### src/rtl/hse_pkg.sv
package hse_pkg;

  localparam logic [1:0] OP_KEY    = 2'd0;
  localparam logic [1:0] OP_MSG    = 2'd1;
  localparam logic [1:0] OP_FINISH = 2'd2;

  localparam logic [1:0] PH_IDLE = 2'd0;
  localparam logic [1:0] PH_KEY  = 2'd1;
  localparam logic [1:0] PH_MSG  = 2'd2;

  localparam logic [7:0] IPAD = 8'h36;
  localparam logic [7:0] OPAD = 8'h5c;
  localparam logic [7:0] PAD_BYTE = 8'h80;

  localparam int unsigned BlockBytes = 64;
  localparam int unsigned AddrW = 6;

  // byte source for the hash core
  typedef struct packed {
    logic       valid;
    logic [7:0] data;
  } byte_req_t;

  function automatic logic [31:0] iv_word(input logic [2:0] idx);
    logic [31:0] r;
    begin
      unique case (idx)
        3'd0: r = 32'h67452301;
        3'd1: r = 32'hefcdab89;
        3'd2: r = 32'h98badcfe;
        3'd3: r = 32'h10325476;
        default: r = 32'hc3d2e1f0;
      endcase
      return r;
    end
  endfunction

  function automatic logic [31:0] round_k(input logic [6:0] rnd);
    logic [31:0] r;
    begin
      if (rnd < 7'd20) r = 32'h5a827999;
      else if (rnd < 7'd40) r = 32'h6ed9eba1;
      else if (rnd < 7'd60) r = 32'h8f1bbcdc;
      else r = 32'hca62c1d6;
      return r;
    end
  endfunction

  function automatic logic [31:0] round_f(input logic [6:0] rnd, input logic [31:0] b,
                                          input logic [31:0] c, input logic [31:0] d);
    logic [31:0] r;
    begin
      if (rnd < 7'd20) r = (b & c) | (~b & d);
      else if (rnd < 7'd40) r = b ^ c ^ d;
      else if (rnd < 7'd60) r = (b & c) | (b & d) | (c & d);
      else r = b ^ c ^ d;
      return r;
    end
  endfunction

endpackage

### src/rtl/hse_ram.sv
module hse_ram #(
  parameter int unsigned Width = 8,
  parameter int unsigned Depth = 64
) (
  input  logic                     clk_i,
  input  logic                     we_i,
  input  logic [$clog2(Depth)-1:0] waddr_i,
  input  logic [Width-1:0]         wdata_i,
  input  logic [$clog2(Depth)-1:0] raddr_i,
  output logic [Width-1:0]         rdata_o
);

  logic [Width-1:0] mem [Depth];

  always_ff @(posedge clk_i) begin
    if (we_i) begin
      mem[waddr_i] <= wdata_i;
    end
    rdata_o <= mem[raddr_i];
  end

endmodule

### src/rtl/hse_core.sv
// sha-1 core: bytes go into a block ram, each full block is loaded into a 16-word window, then 80 rounds
module hse_core import hse_pkg::*; (
  input  logic        clk_i,
  input  logic        rst_ni,
  input  logic        init_i,
  input  byte_req_t   req_i,
  input  logic        count_i,
  output logic        busy_o,
  output logic [60:0] total_o,
  output logic [5:0]  fill_o,
  output logic [159:0] cv_o
);

  localparam logic [1:0] S_IDLE = 2'd0;
  localparam logic [1:0] S_LOAD = 2'd1;
  localparam logic [1:0] S_RND  = 2'd2;
  localparam logic [1:0] S_ADD  = 2'd3;

  logic [1:0]  st_q, st_d;
  logic [5:0]  fill_q, fill_d;
  logic [60:0] tot_q, tot_d;
  logic [31:0] cv_q [5];
  logic [31:0] a_q, b_q, c_q, d_q, e_q;
  logic [6:0]  cnt_q, cnt_d;
  logic [31:0] wbuf_q [16];

  logic        bwe;
  logic [5:0]  braddr;
  logic [7:0]  brdata;

  hse_ram #(.Width(8), .Depth(BlockBytes)) u_blk (
    .clk_i, .we_i(bwe), .waddr_i(fill_q), .wdata_i(req_i.data),
    .raddr_i(braddr), .rdata_o(brdata)
  );

  assign bwe = (st_q == S_IDLE) && req_i.valid;
  assign braddr = cnt_q[5:0];
  assign busy_o = (st_q != S_IDLE);
  assign total_o = tot_q;
  assign fill_o = fill_q;
  assign cv_o = {cv_q[0], cv_q[1], cv_q[2], cv_q[3], cv_q[4]};

  logic [31:0] w_cur, f_k, t_new;
  logic [31:0] wx;
  always_comb begin
    wx = wbuf_q[13] ^ wbuf_q[8] ^ wbuf_q[2] ^ wbuf_q[0];
    w_cur = (cnt_q < 7'd16) ? wbuf_q[0] : {wx[30:0], wx[31]};
    f_k = round_f(cnt_q, b_q, c_q, d_q) + round_k(cnt_q);
    t_new = f_k + {a_q[26:0], a_q[31:27]} + e_q + w_cur;
  end

  always_comb begin
    st_d = st_q;
    fill_d = fill_q;
    tot_d = tot_q;
    cnt_d = cnt_q;
    unique case (st_q)
      S_IDLE: begin
        if (init_i) begin
          fill_d = '0;
          tot_d = '0;
        end else if (req_i.valid) begin
          fill_d = fill_q + 6'd1;
          if (count_i) tot_d = tot_q + 61'd1;
          if (fill_q == 6'd63) begin
            st_d = S_LOAD;
            cnt_d = '0;
          end
        end
      end
      // 64 byte reads from the registered ram output, shifted into the window
      S_LOAD: begin
        cnt_d = cnt_q + 7'd1;
        if (cnt_q == 7'd64) begin
          st_d = S_RND;
          cnt_d = '0;
        end
      end
      S_RND: begin
        cnt_d = cnt_q + 7'd1;
        if (cnt_q == 7'd79) st_d = S_ADD;
      end
      default: st_d = S_IDLE;
    endcase
  end

  always_ff @(posedge clk_i or negedge rst_ni) begin
    if (!rst_ni) begin
      st_q <= S_IDLE;
      fill_q <= '0;
      tot_q <= '0;
      cnt_q <= '0;
      for (int i = 0; i < 5; i++) cv_q[i] <= iv_word(3'(i));
    end else begin
      st_q <= st_d;
      fill_q <= fill_d;
      tot_q <= tot_d;
      cnt_q <= cnt_d;
      if (st_q == S_IDLE && init_i) begin
        for (int i = 0; i < 5; i++) cv_q[i] <= iv_word(3'(i));
      end
      if (st_q == S_ADD) begin
        cv_q[0] <= cv_q[0] + a_q;
        cv_q[1] <= cv_q[1] + b_q;
        cv_q[2] <= cv_q[2] + c_q;
        cv_q[3] <= cv_q[3] + d_q;
        cv_q[4] <= cv_q[4] + e_q;
      end
    end
  end

  always_ff @(posedge clk_i) begin
    if (st_q == S_LOAD) begin
      if (cnt_q != 7'd0) begin
        wbuf_q[15][7:0] <= brdata;
        wbuf_q[15][31:8] <= wbuf_q[15][23:0];
        // a finished word moves down when the first byte of the next one arrives
        if (cnt_q[1:0] == 2'd1 && cnt_q != 7'd1) begin
          for (int i = 0; i < 15; i++) wbuf_q[i] <= wbuf_q[i+1];
        end
      end
      a_q <= cv_q[0]; b_q <= cv_q[1]; c_q <= cv_q[2]; d_q <= cv_q[3]; e_q <= cv_q[4];
    end else if (st_q == S_RND) begin
      for (int i = 0; i < 15; i++) wbuf_q[i] <= wbuf_q[i+1];
      wbuf_q[15] <= w_cur;
      e_q <= d_q;
      d_q <= c_q;
      c_q <= {b_q[1:0], b_q[31:2]};
      b_q <= a_q;
      a_q <= t_new;
    end
  end

endmodule

### src/rtl/hmac_sha1_engine_unit.sv
// hmac/sha-1 engine, one input word per key byte, message byte or finish. a key or message
// byte is taken while the engine is idle; a byte that closes a 64 byte block holds the input
// off while the core reads the block from its ram, runs 80 rounds and adds. key bytes past
// the stored count read as zero, so a new key needs no clearing. in hmac mode a message
// start first streams the 64 key^0x36 bytes; a key longer than 64 bytes is first padded
// and its 20 byte digest written back. a finish pads at one byte per cycle while the core
// is free (9 to 72 bytes, one or two blocks), in hmac mode adds the key^0x5c block, 20
// inner digest bytes and the outer padding, then five digest words leave in order at the
// pace of m_axis_tready. input and config wait while any of this runs.
module hmac_sha1_engine_unit import hse_pkg::*; (
  input  logic        clk_i,
  input  logic        rst_ni,
  input  logic        s_axis_tvalid,
  output logic        s_axis_tready,
  input  logic [7:0]  s_axis_tdata,   // data_byte[7:0]
  input  logic [1:0]  s_axis_tuser,   // operation[1:0]
  output logic        m_axis_tvalid,
  input  logic        m_axis_tready,
  output logic [39:0] m_axis_tdata,   // digest_word[31:0], word_index[34:32], zero fill
  output logic        m_axis_tlast,   // last_word
  input  logic        cfg_valid_i,
  output logic        cfg_ready_o,
  input  logic        cfg_data_i      // hmac_enable
);

  localparam logic [3:0] S_IDLE   = 4'd0;
  localparam logic [3:0] S_KHASH  = 4'd1;  // stream 64 key bytes into core
  localparam logic [3:0] S_IPAD   = 4'd2;
  localparam logic [3:0] S_OPAD   = 4'd3;
  localparam logic [3:0] S_PAD    = 4'd4;  // final padding bytes
  localparam logic [3:0] S_KDIG   = 4'd5;  // write long-key digest to key ram
  localparam logic [3:0] S_IDIG   = 4'd6;  // absorb inner digest bytes
  localparam logic [3:0] S_IDONE  = 4'd7;  // inner digest ready
  localparam logic [3:0] S_OUT    = 4'd8;
  localparam logic [3:0] S_WAIT   = 4'd9;  // core busy, resume
  localparam logic [3:0] S_MSG1   = 4'd10; // absorb pending byte or start padding

  // what happens after padding completes
  localparam logic [1:0] F_KEY   = 2'd0;
  localparam logic [1:0] F_INNER = 2'd1;
  localparam logic [1:0] F_OUTER = 2'd2;

  logic [3:0]  st_q, st_d, ret_q, ret_d;
  logic [1:0]  ph_q, ph_d;
  logic [1:0]  fin_q, fin_d;
  logic        fpend_q, fpend_d;  // pending word is a finish
  logic        hen_q;
  logic [6:0]  kcnt_q, kcnt_d;
  logic [6:0]  idx_q, idx_d;
  logic [7:0]  pend_q, pend_d;
  logic [159:0] idig_q;
  logic [2:0]  oidx_q, oidx_d;

  logic [1:0]  op;
  logic [7:0]  din;
  logic        acc;

  byte_req_t   req;
  logic        cinit, ccount, cbusy;
  logic [60:0] ctot;
  logic [5:0]  cfill;
  logic [159:0] ccv;

  logic             kwe;
  logic [AddrW-1:0] kwaddr, kraddr;
  logic [7:0]       kwdata, krdata;

  hse_ram #(.Width(8), .Depth(BlockBytes)) u_key (
    .clk_i, .we_i(kwe), .waddr_i(kwaddr), .wdata_i(kwdata),
    .raddr_i(kraddr), .rdata_o(krdata)
  );

  hse_core u_core (
    .clk_i, .rst_ni, .init_i(cinit), .req_i(req), .count_i(ccount),
    .busy_o(cbusy), .total_o(ctot), .fill_o(cfill), .cv_o(ccv)
  );

  assign op = s_axis_tuser;
  assign din = s_axis_tdata;
  assign s_axis_tready = (st_q == S_IDLE) && !cbusy;
  assign acc = s_axis_tvalid && s_axis_tready;
  assign cfg_ready_o = (st_q == S_IDLE) && !cbusy;
  assign m_axis_tvalid = (st_q == S_OUT);
  assign m_axis_tdata = {5'd0, oidx_q, ccv[(8'd128 - {oidx_q, 5'b00000}) +: 32]};
  assign m_axis_tlast = (oidx_q == 3'd4);

  logic [63:0] bits;
  logic [7:0]  lenb, idb, kdb, kb;
  assign bits = {ctot, 3'd0};
  // length bytes sit at fill 56..63, most significant first
  assign lenb = bits[{~cfill[2:0], 3'b000} +: 8];
  assign idb = idig_q[(8'd152 - {idx_q[4:0], 3'b000}) +: 8];
  assign kdb = ccv[(8'd152 - {idx_q[4:0], 3'b000}) +: 8];
  // key ram data lags idx by one; bytes past the key length are zero
  assign kb = (idx_q <= kcnt_q) ? krdata : 8'd0;

  always_comb begin
    st_d = st_q; ret_d = ret_q; ph_d = ph_q; fin_d = fin_q; fpend_d = fpend_q;
    kcnt_d = kcnt_q; idx_d = idx_q; pend_d = pend_q; oidx_d = oidx_q;
    req = '0; cinit = 1'b0; ccount = 1'b1;
    kwe = 1'b0; kwaddr = idx_q[AddrW-1:0]; kwdata = 8'd0; kraddr = idx_q[AddrW-1:0];
    unique case (st_q)
      S_IDLE: begin
        if (acc) begin
          unique case (op)
            OP_KEY: begin
              if (hen_q) begin
                if (ph_q != PH_KEY) begin
                  ph_d = PH_KEY; kwe = 1'b1; kwaddr = '0; kwdata = din; kcnt_d = 7'd1;
                end else if (kcnt_q < 7'd64) begin
                  kwe = 1'b1; kwaddr = kcnt_q[AddrW-1:0]; kwdata = din;
                  kcnt_d = kcnt_q + 7'd1;
                end else if (kcnt_q == 7'd64) begin
                  pend_d = din; fpend_d = 1'b0; kcnt_d = 7'd65; idx_d = '0;
                  st_d = S_KHASH;
                end else begin
                  req.valid = 1'b1; req.data = din;
                end
              end
            end
            OP_MSG, OP_FINISH: begin
              pend_d = din;
              fpend_d = (op == OP_FINISH);
              if (ph_q != PH_MSG) begin
                ph_d = PH_MSG; idx_d = '0;
                if (ph_q == PH_KEY && kcnt_q == 7'd65) begin
                  fin_d = F_KEY; st_d = S_PAD;
                end else if (hen_q) begin
                  st_d = S_IPAD;
                end else begin
                  cinit = 1'b1; st_d = S_MSG1;
                end
              end else if (op == OP_MSG) begin
                req.valid = 1'b1; req.data = din;
              end else begin
                fin_d = F_INNER; idx_d = '0; st_d = S_PAD;
              end
            end
            default: ;
          endcase
        end
      end
      // the core is idle on entry; idx 0 restarts it, idx 1..64 feed key bytes 0..63
      S_KHASH, S_IPAD, S_OPAD: begin
        if (idx_q == 7'd0) begin
          cinit = 1'b1; idx_d = 7'd1;
        end else begin
          req.valid = 1'b1;
          req.data = (st_q == S_IPAD) ? (kb ^ IPAD) :
                     (st_q == S_OPAD) ? (kb ^ OPAD) : kb;
          idx_d = idx_q + 7'd1;
          if (idx_q == 7'd64) begin
            idx_d = '0; st_d = S_WAIT;
            ret_d = (st_q == S_OPAD) ? S_IDIG : S_MSG1;
          end
        end
      end
      S_MSG1: begin
        if (!cbusy) begin
          if (fpend_q) begin
            idx_d = '0; fin_d = F_INNER; st_d = S_PAD;
          end else begin
            req.valid = 1'b1; req.data = pend_q; st_d = S_IDLE;
          end
        end
      end
      S_PAD: begin
        if (!cbusy) begin
          req.valid = 1'b1; ccount = 1'b0;
          if (idx_q == 7'd0) begin
            req.data = PAD_BYTE; idx_d = 7'd1;
          end else if (idx_q == 7'd1 && cfill != 6'd56) begin
            req.data = 8'd0;
          end else begin
            req.data = lenb; idx_d = 7'd2;
            if (cfill == 6'd63) begin
              st_d = S_WAIT; idx_d = '0; oidx_d = '0;
              unique case (fin_q)
                F_KEY: ret_d = S_KDIG;
                F_INNER: ret_d = S_IDONE;
                default: ret_d = S_OUT;
              endcase
            end
          end
        end
      end
      S_WAIT: begin
        if (!cbusy) st_d = ret_q;
      end
      S_KDIG: begin
        kwe = 1'b1; kwdata = kdb;
        idx_d = idx_q + 7'd1;
        if (idx_q == 7'd19) begin
          kcnt_d = 7'd20; idx_d = '0;
          if (hen_q) begin
            st_d = S_IPAD;
          end else begin
            cinit = 1'b1; st_d = S_MSG1;
          end
        end
      end
      S_IDONE: begin
        oidx_d = '0;
        if (hen_q) begin
          idx_d = '0; fin_d = F_OUTER; st_d = S_OPAD;
        end else begin
          st_d = S_OUT;
        end
      end
      S_IDIG: begin
        if (!cbusy) begin
          req.valid = 1'b1; req.data = idb;
          idx_d = idx_q + 7'd1;
          if (idx_q == 7'd19) begin
            idx_d = '0; fin_d = F_OUTER; st_d = S_PAD;
          end
        end
      end
      S_OUT: begin
        if (m_axis_tready) begin
          oidx_d = oidx_q + 3'd1;
          if (oidx_q == 3'd4) begin
            st_d = S_IDLE; ph_d = PH_IDLE;
          end
        end
      end
      default: st_d = S_IDLE;
    endcase
  end

  always_ff @(posedge clk_i or negedge rst_ni) begin
    if (!rst_ni) begin
      st_q <= S_IDLE; ret_q <= S_IDLE; ph_q <= PH_IDLE; fin_q <= F_INNER;
      fpend_q <= 1'b0; hen_q <= 1'b0; kcnt_q <= '0; idx_q <= '0; oidx_q <= '0;
    end else begin
      st_q <= st_d; ret_q <= ret_d; ph_q <= ph_d; fin_q <= fin_d;
      fpend_q <= fpend_d; kcnt_q <= kcnt_d; idx_q <= idx_d; oidx_q <= oidx_d;
      if (cfg_valid_i && cfg_ready_o) hen_q <= cfg_data_i;
    end
  end

  always_ff @(posedge clk_i) begin
    pend_q <= pend_d;
    if (st_q == S_IDONE) idig_q <= ccv;
  end

endmodule

### config.mk
export PLATFORM = sky130hd
export DESIGN_NAME = hmac_sha1_engine_unit
export DESIGN_NICKNAME = d
export VERILOG_FILES = /design/src/rtl/hse_pkg.sv /design/src/rtl/hse_ram.sv /design/src/rtl/hse_core.sv /design/src/rtl/hmac_sha1_engine_unit.sv
export SDC_FILE = /design/constraint.sdc
export NUM_CORES = 2
export LEC_CHECK = 0
export ABC_AREA = 1
export BUFFER_PORTS_ARGS = -buffer_cell sky130_fd_sc_hd__clkbuf_2
export CORE_MARGIN = 2
export CORE_UTILIZATION = 40
export CTS_BUF_LIST = sky130_fd_sc_hd__clkbuf_8 sky130_fd_sc_hd__clkbuf_16
export DETAILED_ROUTE_END_ITERATION = 12
export SYNTH_ARGS = -nofsm -noshare
export SYNTH_HDL_FRONTEND = slang
export SYNTH_SLANG_ARGS = --single-unit
### constraint.sdc
create_clock -name clk_i -period 68.7 [get_ports clk_i]
set_clock_uncertainty 0.1 [all_clocks]
set_input_delay 10.305 -clock clk_i [delete_from_list [all_inputs] [get_ports clk_i]]
set_output_delay 10.305 -clock clk_i [all_outputs]
set_load 0.01 [all_outputs]
Yosys cells after proc, flatten, opt, wreduce, memory -nomap -nowiden
Memory sizes are Yosys's and may differ from the RTL's. A register that Yosys moved wholly into a read port is not among the register bits.
Index checks and enable logic that the tools add are counted.
{"block": "totals", "regBits": 595, "ramBits": 1536, "inputBits": 16, "output_inout_bits": 44, "wordCells": 410, "mem_count": 3}
{"block": "classes", "addsub": 17, "order_cmp": 6, "eq_ne": 71, "shifts": 4, "muxes": 210, "n_bitwise": 32, "reduce_logical": 42}
{"memory": "u_core.u_blk.mem", "depth": 64, "width": 8, "rd": 1, "rd_clocked_by_memory_dff": 1, "wr": 1, "line_no": "hse_ram.sv:13", "source": "logic [Width-1:0] mem [Depth];"}
{"memory": "u_core.wbuf_q", "depth": 16, "width": 32, "rd": 16, "rd_clocked_by_memory_dff": 0, "wr": 16, "line_no": "hse_core.sv:25", "source": "logic [31:0] wbuf_q [16];"}
{"memory": "u_key.mem", "depth": 64, "width": 8, "rd": 1, "rd_clocked_by_memory_dff": 1, "wr": 1, "line_no": "hse_ram.sv:13"}
{"operator": "32-bit two-way mux", "count": 32}
{"operator": "160-bit two-way mux", "count": 2}
{"operator": "160-bit by 9-bit variable part select with 8-bit output", "count": 2}
{"operator": "32-bit adder", "count": 9}
{"operator": "7-bit two-way mux", "count": 30}
{"operator": "61-bit two-way mux", "count": 3}
{"operator": "160-bit by 9-bit variable part select with 32-bit output", "count": 1}
{"operator": "32-bit bitwise XOR", "count": 5}
{"operator": "32-bit bitwise AND", "count": 4}
{"operator": "4-bit two-way mux", "count": 30}
{"operator": "9-bit two-way mux", "count": 12}
{"operator": "8-bit two-way mux", "count": 12}
{"operator": "32-bit OR", "count": 3}
{"operator": "64-bit by 7-bit variable part select with 8-bit output", "count": 1}
{"operator": "61-bit by 1-bit adder with 61-bit output (second input constant)", "count": 1}
{"operator": "7-bit case mux with 7 select lines", "count": 1}
{"operator": "6-bit two-way mux", "count": 8}
{"operator": "9-bit case mux with 5 select lines", "count": 1}
{"operator": "2-bit two-way mux", "count": 22}
{"operator": "2-bit != test (second input constant)", "count": 22}
{"operator": "4-bit case mux with 9 select lines", "count": 1}
{"operator": "7-bit == test (second input constant)", "count": 5}
{"operator": "1-bit two-way mux", "count": 32}
{"operator": "32-bit inverter", "count": 1}
{"operator": "other kinds (63)", "count": 142}

Logic depth before layout (Yosys ltp)
{"block": "depth", "ltp_word": 12, "depth_mapped": 27, "mapped_depth_nobuf": 25}

By module
Synthesis repeated with hierarchy kept, for this count alone.
{"block": "unflattened", "cells_unflattened": 11018, "hier_area_um2": 106898.8}
{"module": "hse_core", "n_inst": 1, "cells_each": 5369, "area_per_inst_um2": 50332.0, "seq_area_each_um2": 26185.1}
{"module": "hse_ram", "n_inst": 2, "cells_each": 1822, "area_per_inst_um2": 21291.7, "seq_area_each_um2": 15534.9}
{"module": "hmac_sha1_engine_unit", "n_inst": 1, "cells_each": 2005, "area_per_inst_um2": 13983.4, "seq_area_each_um2": 5821.8}

Worst setup path after synthesis
OpenSTA, ideal clock, no wires.
{"block": "synth_timing", "path_type": "reg-to-reg", "from": "register u_core.st_q[1]", "to": "memory u_core.wbuf_q[0][0] (enable)", "setup_time_ns": 1.988, "arrival_time_ns": 34.405, "required_time_ns": 66.612, "slack_ns": 32.207, "path_stages_with_launch": 6, "n_path_buf": 2, "period_less_slack_ns": 36.493, "path_cell_list": "dfrtp_1 > inv_1 > ha_1 > clkbuf_1 > clkbuf_1 > o21ai_0"}
{"item": "from (decl)", "line_no": "hse_core.sv:19", "source": "logic [1:0] st_q, st_d;"}
{"item": "from (signal assigned)", "line_no": "hse_core.sv:95", "source": "st_q <= st_d;"}
{"item": "to (decl)", "line_no": "hse_core.sv:25"}

Worst setup path after layout
{"block": "layout_timing", "from": "register oidx_q[0]", "to": "output port m_axis_tdata[11]"}
{"block": "layout_between", "elab_chain_len": 2}
{"item": "from (decl)", "line_no": "hmac_sha1_engine_unit.sv:52", "source": "logic [2:0] oidx_q, oidx_d;"}
{"item": "from (signal assigned)", "line_no": "hmac_sha1_engine_unit.sv:237", "source": "fpend_q <= fpend_d; kcnt_q <= kcnt_d; idx_q <= idx_d; oidx_q <= oidx_d;"}
{"item": "8-bit subtractor", "line_no": "hmac_sha1_engine_unit.sv:84", "source": "assign m_axis_tdata = {5'd0, oidx_q, ccv[(8'd128 - {oidx_q, 5'b00000}) +: 32]};"}
{"item": "160-bit by 9-bit variable part select with 32-bit output", "line_no": "hmac_sha1_engine_unit.sv:84"}
{"item": "to (decl)", "line_no": "hmac_sha1_engine_unit.sv:19", "source": "output logic [39:0] m_axis_tdata,"}
Every way passes these cells.

==> metrics.txt <==
RSZ-0062 raised after global routing false; dpl cell area 108000 sq um; Most used DFF post-synth edfxtp_1; Final Max Slew Viols 0; Worst Hold Class reg -> reg; syn avg cell area 10.4 sq um; pin count of the biggest net entering global routing 222; Routed WL 370000 um; CORE AREA 257000 sq um; DRC errors left 0; max cap viols 0; Detailed Place HPWL 264000 um; TritonRoute pass-1 iters 7; die area 263000 sq um; final instance area 115000 sq um; layout cells sized above 1 7.47%; WL per Instance 27.4 um; Clock Latency Late Sink 0.91 ns; RR Endpoint u_core.a_q[28]; Syn Std Cell Area 104000 sq um; Initial Util 40.3%; largest family of logic cells by synthesized area simple AND/OR/NAND/NOR gates; fmax 0.0641 GHz; Syn. warnings 0; Hold Path End u_core.wbuf_q[6][11]; Least-Margin Pin Slew 1.27 ns; reg2reg start u_core.cnt_q[4]; CTS Buf Count 230; Root Buffer clkbuf_16; post-route ant nets 0; grt total ovfl 0; 1st-iter DRT viols 10900; CP arrival 5.20 ns; number of synthesized flops with an enable pin 1864; Syn Inst Count 9957; Yosys cell types 73; hold buffers post-CTS 0; most common cell after layout, fill and taps aside edfxtp_1; Post-Synth Simple-Gate Area 14.4%; status complete, no violations; row cnt 186; minimum clock period 15.61 ns; IO Pins 60; Area Growth Syn to Fin 11.1%; crit share post-route 22.7%; Hold Crit Depth 0; buffers added on ports 54; most frequent cells in the layout 1864 x edfxtp_1, 1604 x nand2_1, 1279 x nor2_1; setup violators final 0; via count 79400; Worst-path clk slew 0.06 ns; Crit Path Max Fanout 118; adder-cell share of the synthesized area 5.45%; postcts setup bufs 0; nets 10300; post-synthesis sequential area ratio 60.9%; Clock Path Buffers 4; first-pass GRT wire length 524000 um; #FFs+latches synth 2147; vias in the first global route 74000; hold path startpoint u_core.wbuf_q[7][11]; final hold vios 0; Worst Setup Start Kind flip-flop; via density per instance 5.87; post-synthesis xor/xnor area fraction 1.63%; CTS resizes 0; H-tree lvl count 4; crit path capture type primary output; die width 513 um; flop-to-flop setup slack 61.72 ns; GP Congestion 1.03; total negative slack 0 ns; antenna violations before repair 35; Die Y 513 um; mux cell area share after synthesis 0%; CTS tree built; Crit path required time 58.29 ns; R2R depth 25; CTS Sinks 2147; GR Util All Layers 27.2%; headroom to the max-slew limit 14.3%; fraction of registers with async set/reset 12.4%; Compound-Gate Fraction of Synth Area 13.1%; WS Path Type reg -> out
-- how the worst max path moves through the flow --
stage / startpoint / depth (start not counted) / endpoint
6_report: oidx_q[0] / 6 / m_axis_tdata[11]
3_3_place_gp: oidx_q[0] / 6 / m_axis_tdata[3]
3_5_place_dp: oidx_q[0] / 6 / m_axis_tdata[13]
2_1_floorplan: u_core.st_q[1] / 5 / u_core.wbuf_q[0][0]
4_1_cts: oidx_q[0] / 6 / m_axis_tdata[13]
5_1_grt: oidx_q[0] / 6 / m_axis_tdata[5]
-- layer usage --
layer	track usage, %	wire length (um)	vias up
li1	-	-	35000
met1	38.2	154000	39100
met2	39.7	157000	4484
met3	6.74	40800	767
met4	12.2	18800	12
met5	0	88	-
-- per-stage QoR --
stage / instances / utilization (%) / worst slack, ns / hold slack (ns)
floorplan: 9961 / - / 32.21 / 0.300
global placement: 13100 / 41.8 / 54.22 / 0.300
detailed placement: 13100 / 41.8 / 54.15 / 0.305
CTS: 13500 / 44.8 / 53.21 / 0.290
global route: 13500 / 44.8 / 52.83 / 0.292
finish: 13500 / 44.8 / 53.09 / 0.290
-- critical path: stages (launching register included) --
cell and delay [ns]:
dfrtp_4 1.10, inv_1 0.51, ha_1 0.84, inv_1 0.20, nand3_1 0.72, o21ai_0 0.66
clkbuf_2 0.22
-- synth_stat cells, drive strengths merged, types with 27 or more instances --
cell | n | share of area, %
nand3 | 444 | 2.2
dfstp | 81 | 2.1
dfrtp | 186 | 4.5
buf | 66 | 0.42
ha | 253 | 3.1
nand4 | 89 | 0.59
nand2 | 1614 | 5.9
clkbuf | 369 | 1.3
edfxtp | 1864 | 54
o211ai | 64 | 0.46
inv | 783 | 2.8
a41oi | 28 | 0.24
o21ai | 1324 | 6.4
a21oi | 479 | 2.4
nor2 | 1291 | 4.7
xor2 | 79 | 0.67
xnor2 | 114 | 0.96
o22ai | 255 | 1.5
fa | 124 | 2.4
o221ai | 104 | 0.88
o21bai | 27 | 0.20
nor3 | 98 | 0.50
-- registers in the layout, summed over array words and instances (netlist names), 3 cells and up --
signal and flops:
idx_q 7, u_core.b_q 32, u_core.a_q 32, pend_q 8, u_key.mem 512, kcnt_q 7
ret_q 4, u_core.u_blk.rdata_o 8, u_core.cnt_q 7, u_core.u_blk.mem 512, u_core.d_q 32, u_core.cv_o 160
u_core.e_q 32, idig_q 160, u_key.rdata_o 8, st_q 4, u_core.total_o 61, oidx_q 3
u_core.fill_o 6, u_core.c_q 32, u_core.wbuf_q 512
-- kinds of logic (layout without fill, tap and decap cells) --
| logic type | count (synthesis) | count (layout) |
|---|---|---|
| other cells | 1 | 18 |
| buf+inv | 1228 | 1387 |
| compound gates | 2400 | 2400 |
| fa+ha+maj | 377 | 377 |
| simple gates | 3611 | 3611 |
| xor+xnor | 193 | 193 |
| flops | 2147 | 2147 |
-- final cells by class --
class | count | area, sq um
multi-input combinational | 6586 | 36000
fill | 24000 | 142000
inverter | 793 | 3000
sequential | 2147 | 63100
antenna | 13 | 32.5
tap | 3384 | 4230
timing repair buffer | 171 | 1200
clock inverter | 176 | 1550
clock buffer | 247 | 6010
Power is not shown: default switching activity piles up to over one toggle a cycle in this logic, so the estimate is an artifact.
